File: src/design/crc16fpr_pkg.sv
// ----------------------------------------------------------------------------
// crc16fpr_pkg
// Types, constants and the CRC-16/Modbus byte update for the framed packet
// receiver.
// ----------------------------------------------------------------------------
`timescale 1ns / 1ps

package crc16fpr_pkg;

    localparam logic [7:0]  HDR_FIRST      = 8'hA5;
    localparam logic [7:0]  HDR_SECOND     = 8'h5A;
    localparam logic [7:0]  TAIL_BYTE      = 8'hFF;
    localparam logic [15:0] CRC_INIT       = 16'hFFFF;
    localparam logic [15:0] CRC_POLY       = 16'hA001;
    localparam logic [7:0]  DECODE_CMD_RST = 8'h02;

    localparam int STORE_DEPTH = 22;
    localparam int STORE_IDX_W = $clog2(STORE_DEPTH);

    typedef enum logic [2:0] {
        ST_WAIT_A5,
        ST_WAIT_5A,
        ST_LENGTH,
        ST_COMMAND,
        ST_PAYLOAD,
        ST_CRC_HI,
        ST_CRC_LO,
        ST_TAIL
    } t_parse_state;

    typedef enum logic [2:0] {
        FS_DECODED   = 3'd0,
        FS_OTHER_CMD = 3'd1,
        FS_SHORT     = 3'd2,
        FS_CRC_ERR   = 3'd3,
        FS_BAD_TAIL  = 3'd4
    } t_frame_status;

    typedef struct packed {
        logic [15:0]   action_word;
        logic [31:0]   distance_bits;
        logic [31:0]   roll_bits;
        logic [31:0]   pitch_bits;
        logic [31:0]   yaw_bits;
        logic [31:0]   speed_bits;
        logic [7:0]    payload_length;
        logic [7:0]    frame_command;
        t_frame_status frame_status;
    } t_result;

    function automatic logic [15:0] crc16_update(input logic [15:0] crc_in,
                                                 input logic [7:0]  data);
        logic [15:0] crc;
        crc = crc_in ^ {8'h00, data};
        for (int k = 0; k < 8; k++) begin
            if (crc[0]) begin
                crc = (crc >> 1) ^ CRC_POLY;
            end else begin
                crc = crc >> 1;
            end
        end
        return crc;
    endfunction

endpackage

File: src/design/crc16fpr_parser.sv
// ----------------------------------------------------------------------------
// crc16fpr_parser
// Frame hunt state machine with running CRC, payload field store and result
// formation for one registered byte per cycle while i_step is high.
// ----------------------------------------------------------------------------
`timescale 1ns / 1ps

module crc16fpr_parser
    import crc16fpr_pkg::*;
(
    input  logic        i_clk,
    input  logic        i_rst_n,
    input  logic        i_step,
    input  logic [7:0]  i_byte,
    input  logic [7:0]  i_decode_command,
    output logic        o_emit,
    output t_result     o_result
);

    t_parse_state r_state, n_state, w_next_state;
    logic [15:0]  r_crc, n_crc;
    logic [7:0]   r_crc_hi, n_crc_hi;
    logic [7:0]   r_length, n_length;
    logic [7:0]   r_count, n_count;
    logic [7:0]   r_command, n_command;
    logic [7:0]   r_store [STORE_DEPTH];

    logic [15:0]  w_byte_crc;
    logic [15:0]  w_restart_crc;
    logic         w_is_a5;
    logic         w_crc_ok;
    logic         w_store_we;
    logic [7:0]   w_count_inc;

    assign w_is_a5       = (i_byte == HDR_FIRST);
    assign w_byte_crc    = crc16_update(r_crc, i_byte);
    assign w_restart_crc = w_is_a5 ? crc16_update(CRC_INIT, i_byte) : CRC_INIT;
    assign w_crc_ok      = ({r_crc_hi, i_byte} == r_crc);
    assign w_count_inc   = r_count + 8'd1;

    // next state
    always_comb begin
        w_next_state = r_state;
        unique case (r_state)
            ST_WAIT_A5: begin
                if (w_is_a5) w_next_state = ST_WAIT_5A;
            end
            ST_WAIT_5A: begin
                if (i_byte == HDR_SECOND) w_next_state = ST_LENGTH;
                else if (w_is_a5)         w_next_state = ST_WAIT_5A;
                else                      w_next_state = ST_WAIT_A5;
            end
            ST_LENGTH: begin
                w_next_state = ST_COMMAND;
            end
            ST_COMMAND: begin
                w_next_state = (r_length == 8'd0) ? ST_CRC_HI : ST_PAYLOAD;
            end
            ST_PAYLOAD: begin
                if (w_count_inc == r_length) w_next_state = ST_CRC_HI;
            end
            ST_CRC_HI: begin
                w_next_state = ST_CRC_LO;
            end
            ST_CRC_LO: begin
                if (w_crc_ok)     w_next_state = ST_TAIL;
                else if (w_is_a5) w_next_state = ST_WAIT_5A;
                else              w_next_state = ST_WAIT_A5;
            end
            ST_TAIL: begin
                if (i_byte == TAIL_BYTE) w_next_state = ST_WAIT_A5;
                else if (w_is_a5)        w_next_state = ST_WAIT_5A;
                else                     w_next_state = ST_WAIT_A5;
            end
        endcase
        n_state = i_step ? w_next_state : r_state;
    end

    // datapath updates
    always_comb begin
        n_crc      = r_crc;
        n_crc_hi   = r_crc_hi;
        n_length   = r_length;
        n_count    = r_count;
        n_command  = r_command;
        w_store_we = 1'b0;
        if (i_step) begin
            unique case (r_state)
                ST_WAIT_A5: begin
                    if (w_is_a5) n_crc = w_restart_crc;
                end
                ST_WAIT_5A: begin
                    n_crc = (i_byte == HDR_SECOND) ? w_byte_crc : w_restart_crc;
                end
                ST_LENGTH: begin
                    n_length = i_byte;
                    n_crc    = w_byte_crc;
                end
                ST_COMMAND: begin
                    n_command = i_byte;
                    n_crc     = w_byte_crc;
                    n_count   = 8'd0;
                end
                ST_PAYLOAD: begin
                    w_store_we = (r_count < 8'(STORE_DEPTH));
                    n_crc      = w_byte_crc;
                    n_count    = w_count_inc;
                end
                ST_CRC_HI: begin
                    n_crc_hi = i_byte;
                end
                ST_CRC_LO: begin
                    if (!w_crc_ok) n_crc = w_restart_crc;
                end
                ST_TAIL: begin
                    n_crc = (i_byte == TAIL_BYTE) ? CRC_INIT : w_restart_crc;
                end
            endcase
        end
    end

    // result formation
    always_comb begin
        o_emit                  = 1'b0;
        o_result                = '0;
        o_result.frame_command  = r_command;
        o_result.payload_length = r_length;
        o_result.frame_status   = FS_BAD_TAIL;
        unique case (r_state)
            ST_CRC_LO: begin
                o_emit                = !w_crc_ok;
                o_result.frame_status = FS_CRC_ERR;
            end
            ST_TAIL: begin
                o_emit = 1'b1;
                priority if (i_byte != TAIL_BYTE) begin
                    o_result.frame_status = FS_BAD_TAIL;
                end else if (r_command != i_decode_command) begin
                    o_result.frame_status = FS_OTHER_CMD;
                end else if (r_length < 8'(STORE_DEPTH)) begin
                    o_result.frame_status = FS_SHORT;
                end else begin
                    o_result.frame_status  = FS_DECODED;
                    o_result.speed_bits    = {r_store[3], r_store[2], r_store[1], r_store[0]};
                    o_result.yaw_bits      = {r_store[7], r_store[6], r_store[5], r_store[4]};
                    o_result.pitch_bits    = {r_store[11], r_store[10], r_store[9], r_store[8]};
                    o_result.roll_bits     = {r_store[15], r_store[14], r_store[13], r_store[12]};
                    o_result.distance_bits = {r_store[19], r_store[18], r_store[17], r_store[16]};
                    o_result.action_word   = {r_store[21], r_store[20]};
                end
            end
            default: begin
                o_emit = 1'b0;
            end
        endcase
    end

    always_ff @(posedge i_clk) begin
        if (!i_rst_n) begin
            r_state   <= ST_WAIT_A5;
            r_crc     <= CRC_INIT;
            r_crc_hi  <= 8'd0;
            r_length  <= 8'd0;
            r_count   <= 8'd0;
            r_command <= 8'd0;
        end else begin
            r_state   <= n_state;
            r_crc     <= n_crc;
            r_crc_hi  <= n_crc_hi;
            r_length  <= n_length;
            r_count   <= n_count;
            r_command <= n_command;
        end
    end

    always_ff @(posedge i_clk) begin
        if (w_store_we) begin
            r_store[r_count[STORE_IDX_W-1:0]] <= i_byte;
        end
    end

endmodule

File: src/design/crc16_framed_packet_receiver_core.sv
// ----------------------------------------------------------------------------
// crc16_framed_packet_receiver_core
// Hunts A5 5A framed packets in a byte stream, checks CRC-16/Modbus and the
// FF tail, and reports one status word per frame with the decoded fields.
// Throughput: one byte per cycle; a byte stalls only when a result is due
//   while both output slots are full.
// Path: input byte register, then parser, then a registered output slot.
// Reset: synchronous active low; parser back to header hunt, CRC to FFFF,
//   output slots emptied, decode command back to 02.
// ----------------------------------------------------------------------------
`timescale 1ns / 1ps

module crc16_framed_packet_receiver_core
    import crc16fpr_pkg::*;
(
    input  logic         i_clk,
    input  logic         i_rst_n,
    input  logic         i_cfg_wr_en,
    input  logic [7:0]   i_cfg_wr_data,
    input  logic         s_axis_tvalid,
    output logic         s_axis_tready,
    input  logic [7:0]   s_axis_tdata,   // rx_byte
    output logic         m_axis_tvalid,
    input  logic         m_axis_tready,
    output logic [191:0] m_axis_tdata,   // frame_command, payload_length, speed_bits,
                                         // yaw_bits, pitch_bits, roll_bits,
                                         // distance_bits, action_word
    output logic [2:0]   m_axis_tuser    // frame_status
);

    logic [7:0] r_decode_command;
    logic       r_in_vld, n_in_vld;
    logic [7:0] r_in_byte;
    t_result    r_out, n_out;
    logic       r_out_vld, n_out_vld;
    t_result    r_skid, n_skid;
    logic       r_skid_vld, n_skid_vld;

    logic       w_emit;
    t_result    w_result;
    logic       w_step;
    logic       w_push;
    logic       w_pop;
    logic       w_accept;

    assign w_step        = r_in_vld && (!w_emit || !r_skid_vld);
    assign w_push        = w_step && w_emit;
    assign w_pop         = r_out_vld && m_axis_tready;
    assign s_axis_tready = !r_in_vld || w_step;
    assign w_accept      = s_axis_tvalid && s_axis_tready;

    crc16fpr_parser u_parser (
        .i_clk            (i_clk),
        .i_rst_n          (i_rst_n),
        .i_step           (w_step),
        .i_byte           (r_in_byte),
        .i_decode_command (r_decode_command),
        .o_emit           (w_emit),
        .o_result         (w_result)
    );

    always_comb begin
        n_in_vld = r_in_vld;
        if (w_accept)    n_in_vld = 1'b1;
        else if (w_step) n_in_vld = 1'b0;
    end

    // two-slot output buffer
    always_comb begin
        n_out      = r_out;
        n_out_vld  = r_out_vld;
        n_skid     = r_skid;
        n_skid_vld = r_skid_vld;
        if (w_pop) begin
            if (r_skid_vld) begin
                n_out      = r_skid;
                n_skid_vld = 1'b0;
            end else begin
                n_out_vld = 1'b0;
            end
        end
        if (w_push) begin
            if (!n_out_vld) begin
                n_out     = w_result;
                n_out_vld = 1'b1;
            end else begin
                n_skid     = w_result;
                n_skid_vld = 1'b1;
            end
        end
    end

    always_ff @(posedge i_clk) begin
        if (!i_rst_n) begin
            r_decode_command <= DECODE_CMD_RST;
            r_in_vld         <= 1'b0;
            r_out_vld        <= 1'b0;
            r_skid_vld       <= 1'b0;
        end else begin
            if (i_cfg_wr_en) r_decode_command <= i_cfg_wr_data;
            r_in_vld   <= n_in_vld;
            r_out_vld  <= n_out_vld;
            r_skid_vld <= n_skid_vld;
        end
    end

    always_ff @(posedge i_clk) begin
        if (w_accept) r_in_byte <= s_axis_tdata;
        r_out  <= n_out;
        r_skid <= n_skid;
    end

    assign m_axis_tvalid = r_out_vld;
    assign m_axis_tuser  = r_out.frame_status;
    assign m_axis_tdata  = {r_out.action_word, r_out.distance_bits, r_out.roll_bits,
                            r_out.pitch_bits, r_out.yaw_bits, r_out.speed_bits,
                            r_out.payload_length, r_out.frame_command};

endmodule
File: config.mk
export PLATFORM = sky130hd
export DESIGN_NAME = crc16_framed_packet_receiver_core
export DESIGN_NICKNAME = d
export VERILOG_FILES = /design/src/design/crc16fpr_pkg.sv /design/src/design/crc16fpr_parser.sv /design/src/design/crc16_framed_packet_receiver_core.sv
export SDC_FILE = /design/constraint.sdc
export NUM_CORES = 1
export LEC_CHECK = 0
export BUFFER_PORTS_ARGS = -buffer_cell sky130_fd_sc_hd__buf_2
export CAP_MARGIN = 40
export CELL_PAD_IN_SITES_DETAIL_PLACEMENT = 0
export CELL_PAD_IN_SITES_GLOBAL_PLACEMENT = 1
export CORE_UTILIZATION = 49
export DETAILED_ROUTE_END_ITERATION = 6
export PLACE_DENSITY_LB_ADDON = 0.1
export SYNTH_ARGS = -nofsm -noshare
export SYNTH_HDL_FRONTEND = slang
export SYNTH_HIERARCHICAL = 1
export SYNTH_SLANG_ARGS = --single-unit
File: constraint.sdc
create_clock -name i_clk -period 13 [get_ports i_clk]
set_input_delay 2.6 -clock i_clk [delete_from_list [all_inputs] [get_ports i_clk]]
set_output_delay 2.6 -clock i_clk [all_outputs]
set_load 0.02 [all_outputs]
# Yosys cells after proc, flatten, opt, wreduce, memory -nomap -nowiden
# Memories as Yosys holds them, arrays and structs flattened.
# Cells that the tools add are included.
# totals
wordCells	147
n_memories	1
reg_bits	460
ramBits	176
# mem_list
memory	depth	width	rd	rd_ports_with_merged_regs	write_ports	line_no	rtl
u_parser.r_store	22	8	22	0	1	crc16fpr_parser.sv:26	logic [7:0] r_store [STORE_DEPTH];
# op_classes
n_reduce_logical	23
mux	56
eq_ne	17
bitwise	18
n_lt_le_gt_ge	2
addsub	1
# op_table
cell	count
195-bit 2-to-1 mux	4
176-bit 2-to-1 mux	4
16-bit 2-to-1 mux	21
16-bit case mux with 5 select lines	1
2-bit inverter with 3-bit output	16
3-bit case mux with 8 select lines	1
3-bit 2-to-1 mux	6
16-bit == test	1
8-bit == test (second input constant)	2
8-bit by 5-bit < comparator with 1-bit output (second input constant)	2
8-bit inverter with 16-bit output	1
8-bit case mux with 2 select lines	1
16-bit by 8-bit XOR with 16-bit output	1
1-bit 2-to-1 mux	14
3-bit == test (second input constant)	4
2-bit AND reduction	5
8-bit by 1-bit adder with 8-bit output (second input constant)	1
8-bit by 7-bit == test with 1-bit output (second input constant)	1
8-bit == test	1
8-bit zero test	1
8-bit inequality test	1
8-bit inequality test (second input constant)	1
3-bit by 2-bit == test with 1-bit output (second input constant)	2
3-bit case mux with 2 select lines	1
other kinds (14)	24

# Longest topological paths before layout
# depth
ltp_word	20
ltp_mapped	15
depth_no_buf	13

# Modules after synthesis
# Netlist, hierarchy kept.
# by_module_without_submodules
mod	area_each_um2	seq_area_each_um2	instances	cells_per_inst
crc16_framed_packet_receiver_core	16325.7	10219.8	1	1331
crc16fpr_parser	10042.1	6306.0	1	836

# Least setup slack after synthesis
# Ideal clock, no wire load.
# synth_timing
path_kind	input port to flip-flop
start	input m_axis_tready
end	register r_skid[0] in the netlist's numbering (enable)
cell_stages	2
required_time_ns	12.247
setup_time_ns	0.753
n_path_buf	0
path_slack_ns	1.349
arrival_ns	10.898
cell_sequence	nand2b_1 -> nor2_1
# synth_via
elab_chain_cells	3
# synth_rtl
element	line_no	rtl
start, declared	crc16_framed_packet_receiver_core.sv:24	input logic m_axis_tready,
1-bit logical AND	crc16_framed_packet_receiver_core.sv:48	assign w_pop = r_out_vld && m_axis_tready;
1-bit 2-to-1 mux	crc16_framed_packet_receiver_core.sv:74	if (w_pop) begin
2-bit AND reduction (no source line)	--	
end signal, assigned	crc16_framed_packet_receiver_core.sv:110	r_skid <= n_skid;
end, declared	crc16_framed_packet_receiver_core.sv:36	t_result r_skid, n_skid;
# Every way passes these cells.
# A chain may end at the register's enable or synchronous reset.

# Worst setup path after layout
# layout_timing
start	register r_in_byte[0]
end	output s_axis_tready
# layout_via
elab_chain_cells	7
# layout_rtl
element	line_no	rtl
start, declared	crc16_framed_packet_receiver_core.sv:33	logic [7:0] r_in_byte;
start signal, assigned	crc16_framed_packet_receiver_core.sv:108	if (w_accept) r_in_byte <= s_axis_tdata;
16-bit == test	crc16fpr_parser.sv:38	assign w_crc_ok = ({r_crc_hi, i_byte} == r_crc);
1-bit zero test	--	
1-bit case mux with 2 select lines	crc16fpr_parser.sv:129	unique case (r_state)
named net w_emit	crc16_framed_packet_receiver_core.sv:39	logic w_emit;
1-bit zero test	crc16_framed_packet_receiver_core.sv:46	assign w_step = r_in_vld && (!w_emit || !r_skid_vld);
1-bit logical OR	crc16_framed_packet_receiver_core.sv:46	
1-bit logical AND	crc16_framed_packet_receiver_core.sv:46	
1-bit logical OR	crc16_framed_packet_receiver_core.sv:49	assign s_axis_tready = !r_in_vld || w_step;
end, declared	crc16_framed_packet_receiver_core.sv:21	output logic s_axis_tready,
# The timed path passes the listed nets, and every way through them passes these cells.

==> run metrics <==
DRT antenna net count 0; status complete, but fails checks; Hold-fix buffers, CTS 0; Most Crowded Layer GR met2; unrepaired setup endpoints after global routing false; # port buffers 217; TritonCTS buffer count 69; Initial DRT Pass Iterations 7; DRC viols 10; nets 2376; Max Cap Viol 0; WS Path Type reg -> out; Top FF cell, synth edfxtp_1; skew final 32.3 ps; Comb power frac 1.8%; M1 GR Usage 34.8%; Clock transition at path regs 60 ps; Crit path top cell by count nor2_1; Async SR Flop Fraction 0%; first-pass GRT wire length 101000 microns; Starting Density 49.9%; Final min period 5680 ps; vias per cell 5.63; Worst path top cell family by delay simple AND/OR/NAND/NOR gates; M3 GR Usage 3.87%; worst hold margin 479 ps; synthesized net count 2208; vias in the first global route 16600; floorplan row count 84; reg-to-reg startpoint r_in_byte[0]; largest net degree at the start of global routing 198; Layout area overhead 15.1%; crit start category flip-flop; CTS sink cnt 636; VDD IR-drop max 0.0836 mV; CTS H-tree lvls 3; worst-margin pin slew 1280 ps; Worst R2R Setup Slack 7770 ps; critical path arrival 3080 ps; clk_lat worst skew 610 ps; setup_tns 0 ps; min-delay src m_axis_tdata[62]; die footprint 0.0547 sq mm; detailed placer's ending HPWL 36700 microns; Final Setup Violations 0; Hold EP m_axis_tdata[62]; Hold Crit Depth 2; GRT overflow 0; most frequent cells in the layout edfxtp_1 (379), dfxtp_1 (256), buf_2 (218); num ports 218; Tot Pwr 4.17 mW; Worst slew margin 14.9%; vias 17400; slowest CP cell buf_4; Avg Cell Area, Syn 12.2 sq um; Fin. Hold Viols 0; most common cell after layout, fill and taps aside edfxtp_1; class of the worst hold path reg -> reg; met2 global-route usage 38.1%; Worst R2R Path Depth 15; post_cts resized 0; RD Place Congestion 0.801; pwr/cell area 137 mW/mm^2; Mapped Cells 2167; die width 234 microns; Worst Path Required 10400 ps; EDFF count, synth 379; Post-Syn Area 0.0264 sq mm; Clock Power Share 47.0%; switching share of power 20.6%; crit-path max cell delay 450 ps; failing checks design-rule violations; Reg2Reg Capture Point u_parser/r_store[1][3]; GRT Resource Usage Total 24.2%; DRT iter0 DRCs 1230; critical path cell sequence buf_4 -> xnor2_1 -> ha_1 -> nand4_1 -> nor2_1 -> and4_1 -> nor2_1 -> nand3_1 -> buf_2; fin crit share 43.7%; Net Sw Power 0.857 mW; Yosys cell types 60; f_max 176 MHz; maximum root-to-sink buffer count 3; sequential power share 51.2%; die height 234 microns; Routed wire per std cell 21.6 microns; sequential area share after synthesis 62.7%; share of post-route cells with drive strength above 1 15.4%; max-slew violations 0; P_int 3.31 mW; post-CTS setup repair buffer count 0; CTS tree done; Clock Tree Root clkbuf_16; CP Capture Type output pin; Buf/Inv on CP 2; Synth warnings 6; Static Leak 12.4 nW; Core ar. 0.0529 sq mm; routed wire length 66600 microns; CP max FO 32; #FFs+latches synth 636; antenna violations before repair 3
[per-stage QoR]
step	instance area (sq um)	setup slack [ps]	cells	utilization, %
6_report	30300	7320	3082	57.4
3_5_place_dp	28100	7700	2952	53.1
5_1_grt	30300	7230	3080	57.4
3_3_place_gp	27800	7460	2940	52.7
4_1_cts	30300	7330	3080	57.4
2_1_floorplan	26400	1350	2167	-
[Yosys cell counts, types with 3 or more instances]
cell	instances	area, sq um
nor3b_1	3	22.5
nor2_1	66	248
xor2_1	25	219
nor3_1	206	1030
or3_1	6	37.5
a21boi_0	34	255
and4_1	3	26.3
and3_1	8	50.1
xnor2_1	20	175
nor2b_1	15	93.8
buf_4	7	52.6
buf_2	80	400
nand2_1	73	274
ha_1	20	250
a221oi_1	195	1710
a31oi_1	3	18.8
nand4_1	5	31.3
xnor2_2	3	48.8
clkbuf_2	14	70.1
nor4_1	5	31.3
inv_1	209	785
mux2i_1	205	2050
dfxtp_1	257	5140
and2_1	180	1130
nand3_1	13	65.1
a21oi_1	8	40.0
clkbuf_1	55	206
edfxtp_1	379	11400
o21ai_1	3	15.0
o21ai_0	30	150
[per-layer routing]
layer / wire length (microns) / share of wire (%)
met5: 15 / 0.023
met4: 1100 / 1.7
met3: 3840 / 5.8
met2: 31300 / 47
met1: 30300 / 45
[cells by family after synthesis]
group | Yosys count | synth area share [%]
XOR/XNOR | 51 | 1.97
AND/OR/NAND/NOR | 598 | 12.0
flip-flops | 636 | 62.7
multiplexers | 205 | 7.78
buffers and inverters | 366 | 5.78
adder cells (fa/ha/maj) | 20 | 0.949
AO/OA/AOI/OAI | 291 | 8.87
[registers in the layout, summed over array words and instances (netlist names), 3 cells and up]
name and count:
m_axis_tdata 192, m_axis_tuser 3, r_decode_command 8, r_in_byte 8, r_skid 195, u_parser/r_command 8, u_parser/r_count 8, u_parser/r_crc 16
u_parser/r_crc_hi 8, u_parser/r_length 8, u_parser/r_state 3, u_parser/r_store 176
[tightest hold or removal path, stage by stage, from the launching register on]
cell      delay, ps
dfxtp_1         310
inv_1            50
a221oi_1         60
[how the worst max path moves through the flow]
| stage | startpoint | end | slack, ps | cells past startpoint |
|---|---|---|---|---|
| floorplan | m_axis_tready | r_skid[0] | 1350 | 2 |
| global placement | m_axis_tready | r_skid[80] | 7460 | 5 |
| detailed placement | m_axis_tready | r_skid[80] | 7700 | 6 |
| CTS | r_in_byte[0] | s_axis_tready | 7330 | 9 |
| global route | r_in_byte[0] | s_axis_tready | 7230 | 9 |
| finish | r_in_byte[0] | s_axis_tready | 7320 | 9 |
[power groups by stage]
stage	combinational (mW)	sequential, mW	clock, mW
after floorplan	0.0354	2.18	0
after global placement	0.0741	2.18	0
after detailed placement	0.0747	2.18	0
after CTS	0.0751	2.13	2.00
after global routing	0.0799	2.13	2.08
final	0.0746	2.13	1.96
[layout make-up]
class                      count  area (sq um)
fill                        4388         22500
sequential                   636         16500
multi-input combinational   1165          8370
clock buffer                  98          1960
timing repair buffer         254          1540
tap                          688           861
inverter                     209           785
clock inverter                30           307
antenna                        2          5.00
(Power assumes the default switching activity.)
